$ cat config.mk
export PLATFORM = sky130hd
export DESIGN_NAME = two_sided_quote_order_manager
export DESIGN_NICKNAME = d
export VERILOG_FILES = /design/src/sv/tsq_pkg.sv /design/src/sv/tsq_div.sv /design/src/sv/tsq_ctrl.sv /design/src/sv/tsq_dp.sv /design/src/sv/two_sided_quote_order_manager.sv
export SDC_FILE = /design/constraint.sdc
export NUM_CORES = 2
export LEC_CHECK = 0
export ABC_AREA = 0
export BUFFER_PORTS_ARGS = -buffer_cell sky130_fd_sc_hd__buf_2
export CORE_ASPECT_RATIO = 0.75
export CORE_UTILIZATION = 25
export CTS_BUF_LIST = sky130_fd_sc_hd__clkbuf_8
export CTS_CLUSTER_SIZE = 14
export DETAILED_ROUTE_END_ITERATION = 8
export HOLD_SLACK_MARGIN = 0.06
export PLACE_DENSITY_LB_ADDON = 0.05
export RECOVER_POWER = 50
export SYNTH_ARGS = -nofsm -noshare
export SYNTH_HDL_FRONTEND = slang
export SYNTH_SLANG_ARGS = --single-unit
$ cat constraint.sdc
create_clock -name i_clk -period 19.5 [get_ports i_clk]
set_clock_uncertainty 0.2 [all_clocks]
set_input_delay 0.975 -clock i_clk [delete_from_list [all_inputs] [get_ports i_clk]]
set_output_delay 0.975 -clock i_clk [all_outputs]
set_load 0.05 [all_outputs]
$ cat src/sv/tsq_pkg.sv
`timescale 1ns / 1ps
package tsq_pkg;
    localparam int PRICE_BITS = 32;
    localparam int ID_BITS = 32;
    localparam int VOL_BITS = 24;
    localparam int CNT_BITS = $clog2(PRICE_BITS + 2);

    localparam logic [1:0] K_THEO = 2'd0;
    localparam logic [1:0] K_BBO = 2'd1;
    localparam logic [1:0] K_ADD = 2'd2;
    localparam logic [1:0] K_CXL = 2'd3;

    localparam logic [1:0] REG_OFFSET = 2'd0;
    localparam logic [1:0] REG_TICK = 2'd1;
    localparam logic [1:0] REG_VOLUME = 2'd2;

    localparam logic [2:0] ST_NEW = 3'd1;
    localparam logic [2:0] ST_ACKED = 3'd2;
    localparam logic [2:0] ST_PENDING_NEW = 3'd3;
    localparam logic [2:0] ST_PENDING_CANCEL = 3'd4;
    localparam logic [2:0] ST_DONE = 3'd5;
    localparam logic [2:0] ST_NONE = 3'd6;

    localparam logic REQ_NEW = 1'b0;
    localparam logic REQ_CANCEL = 1'b1;
    localparam logic SIDE_BUY = 1'b0;
    localparam logic SIDE_SELL = 1'b1;

    typedef enum logic [2:0] {
        S_IDLE, S_DIV_BID, S_DIV_ASK, S_WAIT_ASK, S_DECIDE, S_EMIT
    } t_state;

    // controller to datapath
    typedef struct packed {
        logic load;
        logic start_bid;
        logic start_ask;
        logic decide;
        logic pop;
    } t_cmd;

    // datapath to controller
    typedef struct packed {
        logic is_theo;
        logic div_busy;
        logic has_req;
    } t_sts;
endpackage

$ cat src/sv/tsq_div.sv
`timescale 1ns / 1ps
module tsq_div
    import tsq_pkg::*;
(
    input  logic                  i_clk,
    input  logic                  i_rst_n,
    input  logic                  i_start,
    input  logic [PRICE_BITS:0]   i_num,
    input  logic [PRICE_BITS-1:0] i_den,
    output logic                  o_busy,
    output logic [PRICE_BITS-1:0] o_rem
);
    // restoring remainder, one quotient bit per cycle
    logic [CNT_BITS-1:0] r_cnt, n_cnt;
    logic [PRICE_BITS:0] r_num, n_num;
    logic [PRICE_BITS:0] r_rem, n_rem;
    logic [PRICE_BITS+1:0] w_sh;

    always_comb begin
        n_cnt = r_cnt;
        n_num = r_num;
        n_rem = r_rem;
        w_sh = {r_rem, r_num[PRICE_BITS]};
        if (i_start) begin
            n_cnt = CNT_BITS'(PRICE_BITS + 1);
            n_num = i_num;
            n_rem = '0;
        end else if (r_cnt != '0) begin
            n_cnt = r_cnt - 1'b1;
            n_num = {r_num[PRICE_BITS-1:0], 1'b0};
            if (w_sh >= {2'b00, i_den}) begin
                n_rem = (PRICE_BITS+1)'(w_sh - {2'b00, i_den});
            end else begin
                n_rem = w_sh[PRICE_BITS:0];
            end
        end
    end

    always_ff @(posedge i_clk) begin
        if (!i_rst_n) begin
            r_cnt <= '0;
        end else begin
            r_cnt <= n_cnt;
        end
        r_num <= n_num;
        r_rem <= n_rem;
    end

    assign o_busy = (r_cnt != '0);
    assign o_rem = r_rem[PRICE_BITS-1:0];
endmodule

$ cat src/sv/tsq_ctrl.sv
`timescale 1ns / 1ps
module tsq_ctrl
    import tsq_pkg::*;
(
    input  logic i_clk,
    input  logic i_rst_n,
    input  logic i_valid,
    output logic o_ready,
    input  logic i_out_ready,
    output logic o_out_valid,
    input  t_sts i_sts,
    output t_cmd o_cmd
);
    t_state r_state, n_state;

    always_comb begin
        n_state = r_state;
        case (r_state)
            S_IDLE:    if (i_valid) n_state = S_DIV_BID;
            S_DIV_BID: begin
                if (!i_sts.is_theo) n_state = S_DECIDE;
                else n_state = S_DIV_ASK;
            end
            S_DIV_ASK:  if (!i_sts.div_busy) n_state = S_WAIT_ASK;
            S_WAIT_ASK: if (!i_sts.div_busy) n_state = S_DECIDE;
            S_DECIDE:  n_state = S_EMIT;
            S_EMIT:    if (!i_sts.has_req) n_state = S_IDLE;
            default:   n_state = S_IDLE;
        endcase
    end

    always_comb begin
        o_cmd = '0;
        o_ready = 1'b0;
        o_out_valid = 1'b0;
        case (r_state)
            S_IDLE: begin
                o_ready = 1'b1;
                o_cmd.load = i_valid;
            end
            S_DIV_BID: o_cmd.start_bid = 1'b1;
            S_DIV_ASK: o_cmd.start_ask = !i_sts.div_busy;
            S_DECIDE:  o_cmd.decide = 1'b1;
            S_EMIT: begin
                o_out_valid = i_sts.has_req;
                o_cmd.pop = i_sts.has_req && i_out_ready;
            end
            default: ;
        endcase
    end

    always_ff @(posedge i_clk) begin
        if (!i_rst_n) r_state <= S_IDLE;
        else r_state <= n_state;
    end
endmodule

$ cat src/sv/tsq_dp.sv
`timescale 1ns / 1ps
module tsq_dp
    import tsq_pkg::*;
(
    input  logic                  i_clk,
    input  logic                  i_rst_n,
    input  logic                  i_cfg_we,
    input  logic [1:0]            i_cfg_index,
    input  logic [31:0]           i_cfg_data,
    input  logic [1:0]            i_kind,
    input  logic [PRICE_BITS-1:0] i_price_a,
    input  logic [PRICE_BITS-1:0] i_price_b,
    input  logic [ID_BITS-1:0]    i_order_id,
    input  t_cmd                  i_cmd,
    output t_sts                  o_sts,
    output logic                  o_request,
    output logic [ID_BITS-1:0]    o_out_order_id,
    output logic                  o_side,
    output logic [PRICE_BITS-1:0] o_out_price,
    output logic [VOL_BITS-1:0]   o_volume,
    output logic                  o_last
);
    localparam logic [PRICE_BITS:0] PMAX = {1'b0, {PRICE_BITS{1'b1}}};
    typedef logic [PRICE_BITS-1:0] t_price;

    logic [31:0] r_offset, r_tick;
    logic [VOL_BITS-1:0] r_vol;
    t_price r_mbid, r_mask, r_rbid, r_rask;
    logic [ID_BITS-1:0] r_sid [2];
    t_price r_sprice [2];
    logic [2:0] r_sst [2];
    logic [1:0] r_resend, r_caa;
    logic [ID_BITS-1:0] r_next;
    logic [1:0] r_kind;
    t_price r_pa;
    logic [ID_BITS-1:0] r_oid;
    t_price r_bid_rem;

    // request queue, up to six entries
    typedef struct packed {
        logic req;
        logic [ID_BITS-1:0] id;
        logic sd;
        t_price price;
        logic [VOL_BITS-1:0] vol;
    } t_req;
    t_req r_q [6];
    logic [2:0] r_qn, r_qh;

    t_price w_tick;
    logic [PRICE_BITS:0] w_d, w_sum, w_num;
    logic div_start, div_busy;
    t_price div_rem;

    assign w_tick = (r_tick == '0) ? t_price'(1) : t_price'(r_tick);
    assign w_d = {1'b0, r_pa} - {1'b0, t_price'(r_offset)};
    assign w_sum = {1'b0, r_pa} + {1'b0, t_price'(r_offset)};
    assign w_num = i_cmd.start_bid ? w_d : w_sum;
    assign div_start = i_cmd.start_bid || i_cmd.start_ask;

    tsq_div u_div (
        .i_clk(i_clk), .i_rst_n(i_rst_n), .i_start(div_start),
        .i_num(w_num), .i_den(w_tick), .o_busy(div_busy), .o_rem(div_rem)
    );

    // decision logic, combinational, worked through in order over at most six requests
    t_price n_rbid, n_rask;
    logic [ID_BITS-1:0] n_sid [2];
    t_price n_sprice [2];
    logic [2:0] n_sst [2];
    logic [1:0] n_resend, n_caa;
    logic [ID_BITS-1:0] n_next;
    t_req n_q [6];
    logic [2:0] n_qn;
    t_price bid, ask;
    logic bid_free, ask_free;
    logic s;
    logic hit;
    logic [PRICE_BITS:0] base;

    function automatic t_req mk(input logic rq, input logic [ID_BITS-1:0] id,
                                input logic sd, input t_price p,
                                input logic [VOL_BITS-1:0] v);
        t_req x;
        x.req = rq; x.id = id; x.sd = sd; x.price = p; x.vol = v;
        return x;
    endfunction

    always_comb begin
        n_rbid = r_rbid; n_rask = r_rask;
        n_sid = r_sid; n_sprice = r_sprice; n_sst = r_sst;
        n_resend = r_resend; n_caa = r_caa; n_next = r_next;
        n_q = r_q; n_qn = '0;
        bid = '0; ask = '0; bid_free = 1'b1; ask_free = 1'b1;
        s = 1'b0; hit = 1'b0; base = '0;
        if (r_kind == K_THEO) begin
            if (r_pa == '0) begin
                if (n_rbid != '0) begin
                    n_q[n_qn] = mk(REQ_CANCEL, n_sid[0], SIDE_BUY, '0, '0);
                    n_qn = n_qn + 1'b1; n_sst[0] = ST_PENDING_CANCEL;
                end else if (n_sst[0] == ST_PENDING_NEW) n_caa[0] = 1'b1;
                if (n_rask != '0) begin
                    n_q[n_qn] = mk(REQ_CANCEL, n_sid[1], SIDE_SELL, '0, '0);
                    n_qn = n_qn + 1'b1; n_sst[1] = ST_PENDING_CANCEL;
                end else if (n_sst[1] == ST_PENDING_NEW) n_caa[1] = 1'b1;
            end else begin
                if (r_pa > t_price'(r_offset))
                    bid = t_price'(w_d) - r_bid_rem;
                if (w_sum <= PMAX) begin
                    if (div_rem == '0) ask = t_price'(w_sum);
                    else begin
                        base = w_sum - {1'b0, div_rem};
                        if (base <= PMAX - {1'b0, w_tick})
                            ask = t_price'(base + {1'b0, w_tick});
                    end
                end
                if (ask != '0 && !(n_rask != '0 && ask == r_mask) &&
                    !(n_rbid != '0 && ask < r_mbid)) begin
                    if (n_rask != '0) begin
                        ask_free = 1'b0;
                        n_q[n_qn] = mk(REQ_CANCEL, n_sid[1], SIDE_SELL, '0, '0);
                        n_qn = n_qn + 1'b1; n_sst[1] = ST_PENDING_CANCEL;
                    end
                    if (n_rbid != '0 && ask <= n_rbid) begin
                        bid_free = 1'b0;
                        n_q[n_qn] = mk(REQ_CANCEL, n_sid[0], SIDE_BUY, '0, '0);
                        n_qn = n_qn + 1'b1; n_sst[0] = ST_PENDING_CANCEL;
                    end
                    n_sprice[1] = ask;
                    if (ask_free) begin
                        if (r_mbid == '0 || ask > r_mbid) begin
                            ask_free = 1'b0;
                            n_next = n_next + 1'b1; n_sid[1] = n_next;
                            n_q[n_qn] = mk(REQ_NEW, n_next, SIDE_SELL, ask, r_vol);
                            n_qn = n_qn + 1'b1; n_sst[1] = ST_PENDING_NEW;
                        end
                    end else n_resend[1] = 1'b1;
                end
                if (bid != '0 && !(n_rbid != '0 && bid == r_mbid) &&
                    !(r_mask != '0 && bid > r_mask)) begin
                    if (n_rbid != '0) begin
                        n_q[n_qn] = mk(REQ_CANCEL, n_sid[0], SIDE_BUY, '0, '0);
                        n_qn = n_qn + 1'b1; n_sst[0] = ST_PENDING_CANCEL;
                        bid_free = 1'b0;
                    end
                    if (ask_free && n_rask != '0 && bid >= n_rask) begin
                        n_q[n_qn] = mk(REQ_CANCEL, n_sid[1], SIDE_SELL, '0, '0);
                        n_qn = n_qn + 1'b1; n_sst[1] = ST_PENDING_CANCEL;
                    end
                    n_sprice[0] = bid;
                    if (bid_free) begin
                        if (r_mask == '0 || bid < r_mask) begin
                            n_next = n_next + 1'b1; n_sid[0] = n_next;
                            n_q[n_qn] = mk(REQ_NEW, n_next, SIDE_BUY, bid, r_vol);
                            n_qn = n_qn + 1'b1; n_sst[0] = ST_PENDING_NEW;
                        end
                    end else n_resend[0] = 1'b1;
                end
            end
        end else if (r_kind == K_ADD || r_kind == K_CXL) begin
            if (r_sst[0] != ST_NONE && r_sid[0] == r_oid) begin
                hit = 1'b1; s = SIDE_BUY;
            end else if (r_sst[1] != ST_NONE && r_sid[1] == r_oid) begin
                hit = 1'b1; s = SIDE_SELL;
            end
            if (hit && r_kind == K_ADD) begin
                if (s == SIDE_BUY) n_rbid = r_sprice[0];
                else n_rask = r_sprice[1];
                n_sst[s] = ST_ACKED;
                if (r_caa[s]) begin
                    n_caa[s] = 1'b0;
                    n_q[0] = mk(REQ_CANCEL, r_sid[s], s, '0, '0);
                    n_qn = 3'd1; n_sst[s] = ST_PENDING_CANCEL;
                end
            end else if (hit) begin
                n_sst[s] = ST_DONE;
                if (s == SIDE_BUY) n_rbid = '0;
                else n_rask = '0;
                if (r_resend[s]) begin
                    if (s == SIDE_SELL) n_sst[1] = ST_NEW;
                    n_resend[s] = 1'b0;
                    if ((s == SIDE_BUY) ? (r_sprice[0] < r_mask)
                                        : (r_sprice[1] > r_mbid)) begin
                        n_next = r_next + 1'b1; n_sid[s] = n_next;
                        n_q[0] = mk(REQ_NEW, n_next, s, r_sprice[s], r_vol);
                        n_qn = 3'd1; n_sst[s] = ST_PENDING_NEW;
                    end
                end
            end
        end
    end

    always_ff @(posedge i_clk) begin
        if (!i_rst_n) begin
            r_offset <= '0; r_tick <= 32'd1; r_vol <= '0;
            r_mbid <= '0; r_mask <= '0; r_rbid <= '0; r_rask <= '0;
            r_sid[0] <= '0; r_sid[1] <= '0;
            r_sprice[0] <= '0; r_sprice[1] <= '0;
            r_sst[0] <= ST_NONE; r_sst[1] <= ST_NONE;
            r_resend <= '0; r_caa <= '0; r_next <= '0;
            r_qn <= '0; r_qh <= '0; r_kind <= K_THEO;
        end else begin
            if (i_cfg_we) begin
                case (i_cfg_index)
                    REG_OFFSET: r_offset <= i_cfg_data;
                    REG_TICK:   r_tick <= i_cfg_data;
                    REG_VOLUME: r_vol <= i_cfg_data[VOL_BITS-1:0];
                    default: ;
                endcase
            end
            if (i_cmd.load) begin
                r_kind <= i_kind;
                if (i_kind == K_BBO) begin
                    r_mbid <= i_price_a; r_mask <= i_price_b;
                end
            end
            if (i_cmd.decide) begin
                r_rbid <= n_rbid; r_rask <= n_rask; r_sid <= n_sid;
                r_sprice <= n_sprice; r_sst <= n_sst; r_resend <= n_resend;
                r_caa <= n_caa; r_next <= n_next;
                r_qn <= n_qn; r_qh <= '0;
            end else if (i_cmd.pop) begin
                r_qh <= r_qh + 1'b1;
            end
        end
        if (i_cmd.load) begin
            r_pa <= i_price_a; r_oid <= i_order_id;
        end
        if (i_cmd.decide) r_q <= n_q;
        if (i_cmd.start_ask) r_bid_rem <= div_rem;
    end

    assign o_sts.is_theo = (r_kind == K_THEO) && (r_pa != '0);
    assign o_sts.div_busy = div_busy;
    assign o_sts.has_req = r_qh < r_qn;
    assign o_request = r_q[r_qh].req;
    assign o_out_order_id = r_q[r_qh].id;
    assign o_side = r_q[r_qh].sd;
    assign o_out_price = r_q[r_qh].price;
    assign o_volume = r_q[r_qh].vol;
    assign o_last = (r_qh + 1'b1) == r_qn;
endmodule

$ cat src/sv/two_sided_quote_order_manager.sv
`timescale 1ns / 1ps
// sequence: a nonzero theo works out two tick remainders in turn, bid then ask, one bit
// per cycle, before the decide step; other events go straight from capture to decide;
// result beats then drain one per cycle while the receiver is ready
// flow: one event at a time; ready returns once the last result beat is taken and the
// sequencer is back in idle
// reset: synchronous active low; clears quotes, status and id counter; config to offset 0, tick 1, volume 0
module two_sided_quote_order_manager
    import tsq_pkg::*;
(
    input  logic                  i_clk,
    input  logic                  i_rst_n,
    input  logic                  i_cfg_we,
    input  logic [1:0]            i_cfg_index,
    input  logic [31:0]           i_cfg_data,
    input  logic                  i_valid,
    output logic                  o_ready,
    input  logic [1:0]            i_kind,
    input  logic [PRICE_BITS-1:0] i_price_a,
    input  logic [PRICE_BITS-1:0] i_price_b,
    input  logic [ID_BITS-1:0]    i_order_id,
    output logic                  o_valid,
    input  logic                  i_ready,
    output logic                  o_request,
    output logic [ID_BITS-1:0]    o_out_order_id,
    output logic                  o_side,
    output logic [PRICE_BITS-1:0] o_out_price,
    output logic [VOL_BITS-1:0]   o_volume,
    output logic                  o_last
);
    t_cmd cmd;
    t_sts sts;

    // sequencer: capture, bid remainder, ask remainder (nonzero theo only), decide, drain beats
    tsq_ctrl u_ctrl (
        .i_clk(i_clk), .i_rst_n(i_rst_n), .i_valid(i_valid), .o_ready(o_ready),
        .i_out_ready(i_ready), .o_out_valid(o_valid), .i_sts(sts), .o_cmd(cmd)
    );

    // quote state, tick divider and the result queue
    tsq_dp u_dp (
        .i_clk(i_clk), .i_rst_n(i_rst_n), .i_cfg_we(i_cfg_we),
        .i_cfg_index(i_cfg_index), .i_cfg_data(i_cfg_data), .i_kind(i_kind),
        .i_price_a(i_price_a), .i_price_b(i_price_b), .i_order_id(i_order_id),
        .i_cmd(cmd), .o_sts(sts), .o_request(o_request),
        .o_out_order_id(o_out_order_id), .o_side(o_side),
        .o_out_price(o_out_price), .o_volume(o_volume), .o_last(o_last)
    );
endmodule

==> impl_metrics.ini <==
[global_route]
grt_pass1_wl_mm = 685
antenna_found_initial = 61
grt_overflow = 0
grt_use_met3 = 0.123
use_met1 = 0.496
use_met2 = 0.350
grt_pass1_vias = 75500
grt_usage = 0.305
busiest_layer = met1
grt_max_degree = 124

[setup_path]
critPathBufInv = 8
slowest_stage = o41ai_1
crit_type = register to register
startpoint_type = register
worst_path_dominant_cell_family = compound AO/OA/AOI/OAI gates
critPathMaxFanout = 31
critical_path.max_stage_delay_ns = 0.77
ff2ff_path_depth = 64
cp.arrival_ns = 19.00
required_ns = 20.12
r2r_start = u_dp.r_pa[1]
r2r_end = u_dp.r_q[379]
endpoint_kind = register
cpMostUsedCell = ha_1
rrSetupSlack_ns = 1.12

[finish]
area_growth_pct = 15.3
drive_gt1_frac = 0.109
fin_area_sq_um = 92400
final_nets = 10200
final_core_utilization = 0.291
final_cells = 14100

[clocking]
htreeDepth = 4
cts_setup_buffers = 0
clkTransAtPathRegs_ns = 0.06
cts-buffers-inserted = 222
cts_tree = done
cts_root_buf = clkbuf_8
clockBufferDepth = 4
clock_latency_ns = 1.08
cts_sinks = 1105

[synthesis]
postSynthAreaPerCell_sq_um = 8.43
ys_seq_area_frac = 0.360
synth_edf_count = 669
synthTopCellsByCount = 1172 x nand2_1, 930 x a21oi_1, 763 x nor2_1, 669 x edfxtp_1, 583 x clkbuf_1
yosys_warnings = 0
ys_ff_latch = 1105
async_reset_ff_frac = 0
synth_ff_type = edfxtp_1
synth.area.top_cells = edfxtp_1 25%, dfxtp_1 11%, ha_1 6.2%
syn_area_sq_um = 80100
syn_nets = 10000
ys_types = 129
yosysTopAreaCell = edfxtp_1
synth_cells = 9507
synth.most_common_cell = nand2_1
synth_top_area_share = 0.251

[placed_design]
placed_cells = 13600
gp_congestion = 0.988
port_buffers = 229
place_area_sq_um = 87000
dp_hpwl_mm = 384

[route]
wirelength_mm = 514
wl_per_cell_microns = 36.4
dr.pass1.iters = 9
viasPerCell = 5.97
drc_errors = 20
final_antenna_net_count = 0
drt_iter0_markers = 12700
via_count = 84400

[sta]
tightest_slew_ns = 4.86
timing.final.crit_share = 0.943
hold_viol = 0
setup_violations = 0
maxSlewHeadroom = -2.24
min_period_ns = 18.38
rsz0062_at_grt = no
max_clock_freq_mhz = 54.4
drv_slew = 1337
tns_ns = 0

[die]
die_h_microns = 492
io-pin-count = 230
core_region_area_sq_um = 318000
die_x_microns = 656
start_util = 0.252
row_count = 179
die_area_sq_um = 323000

[power]
power.static_leakage_uw = 0.0332
irDropWorstVdd_mv = 0.191
p_per_area_nw_per_um2 = 214
total_power_uw = 19700

[hold_path]
hold_start = i_valid
hp-class = primary input to register
min_to = u_ctrl.r_state[0]
hold_depth = 3

[flow_run]
maxCapViolations = 34

[outcome]
violations = design-rule violations, max-capacitance violations, max-slew violations
status = finished with violations
==> placed cells by master, fill, tap and decap left out, drive strengths merged, types with 31 or more instances in the layout <==
cell type    count
nor4           115
nor2b           69
o21bai          31
inv            547
a31oi           96
mux2i          180
a21oi          938
o21ai          479
a22o           107
edfxtp         669
o211ai          89
a221oi          56
nand2b          48
nand4          121
xor2           119
and3           129
and2            46
clkbuf         396
a21o           116
a211oi         177
nand3          275
dlygate4sd3    130
nor2           767
nand2         1173
o21a            50
xnor2          194
o221ai         132
o31ai           53
mux4            90
dfxtp          436
buf            428
nor3           209
or3             47
o22ai          166
or2             34
ha             394
clkinv          66
a22oi          176
==> how the worst max path moves through the flow <==
stage,startpoint,end,cells past startpoint
floorplan,u_dp.r_pa[0],u_dp.r_q[0],40
global placement,u_dp.r_pa[14],u_dp.r_q[119],57
detailed placement,u_dp.r_pa[1],u_dp.r_q[178],61
CTS,u_dp.r_pa[1],u_dp.r_q[170],61
global route,u_dp.r_pa[1],u_dp.r_q[170],61
finish,u_dp.r_pa[1],u_dp.r_q[379],64
==> per-layer routing <==
layer	up-vias	part of all wire	wire (microns)
li1	35800	-	-
met1	43100	0.51	262000
met2	4918	0.34	173000
met3	552	0.13	69300
met4	23	0.020	10300
met5	-	0.00094	484
==> what timing repair did <==
item | CTS | global route
resized for setup | 0 | 0
hold buffers | 130 | 0
hold endpoints to repair | 200 | 0
==> sequential cells by signal, indices dropped and copies added, names as in the netlist, 33 cells and up, named ones only <==
signal and cells:
u_dp.r_q 540, u_dp.r_sid 64, u_dp.r_sprice 64, u_dp.u_div.r_num 33, u_dp.u_div.r_rem 33
==> final cells by class <==
cell class / count / area, sq um
sequential: 1105 / 28800
multi-input combinational: 7161 / 47100
timing repair buffer: 714 / 4910
clock inverter: 156 / 1090
tap: 4253 / 5320
inverter: 484 / 1830
fill: 34100 / 226000
antenna: 17 / 42.5
clock buffer: 240 / 3300
==> cell families (layout without fill, tap and decap cells) <==
| group | Yosys count | after routing | share of synthesized area |
|---|---|---|---|
| AOI/OAI and AO/OA | 3046 | 3046 | 0.253 |
| xor gates and xnor gates | 314 | 314 | 0.0349 |
| buffers and inverters | 1241 | 1594 | 0.0604 |
| other | 0 | 17 | 0 |
| and+or+nand+nor | 3117 | 3117 | 0.180 |
| muxes | 284 | 284 | 0.0498 |
| DFF | 1105 | 1105 | 0.360 |
| adders and majority gates | 400 | 400 | 0.0630 |
==> power by group <==
| group | leakage, uW | internal [uW] | switching [uW] |
|---|---|---|---|
| sequential | 0.00969 | 3180 | 312 |
| combinational | 0.0210 | 4050 | 9600 |
| clock | 0.00246 | 1330 | 1260 |
| total | 0.0332 | 8560 | 11200 |
==> stage by stage <==
step                      hold WS (ns)  setup WS (ns)
after global placement           0.263           1.89
after CTS                        0.107           1.77
after global routing             0.138          0.245
after detailed placement         0.264           1.75
after floorplan                  0.245           5.13
final                            0.155           1.12
==> tightest hold or removal path, delay by kind of cell <==
family | cells | cell delay (ns)
AO/OA/AOI/OAI | 1 | 0.09
buffers and inverters | 1 | 0.15
AND/OR/NAND/NOR | 1 | 0.10
Note: power is estimated with default switching activity, not from simulation.
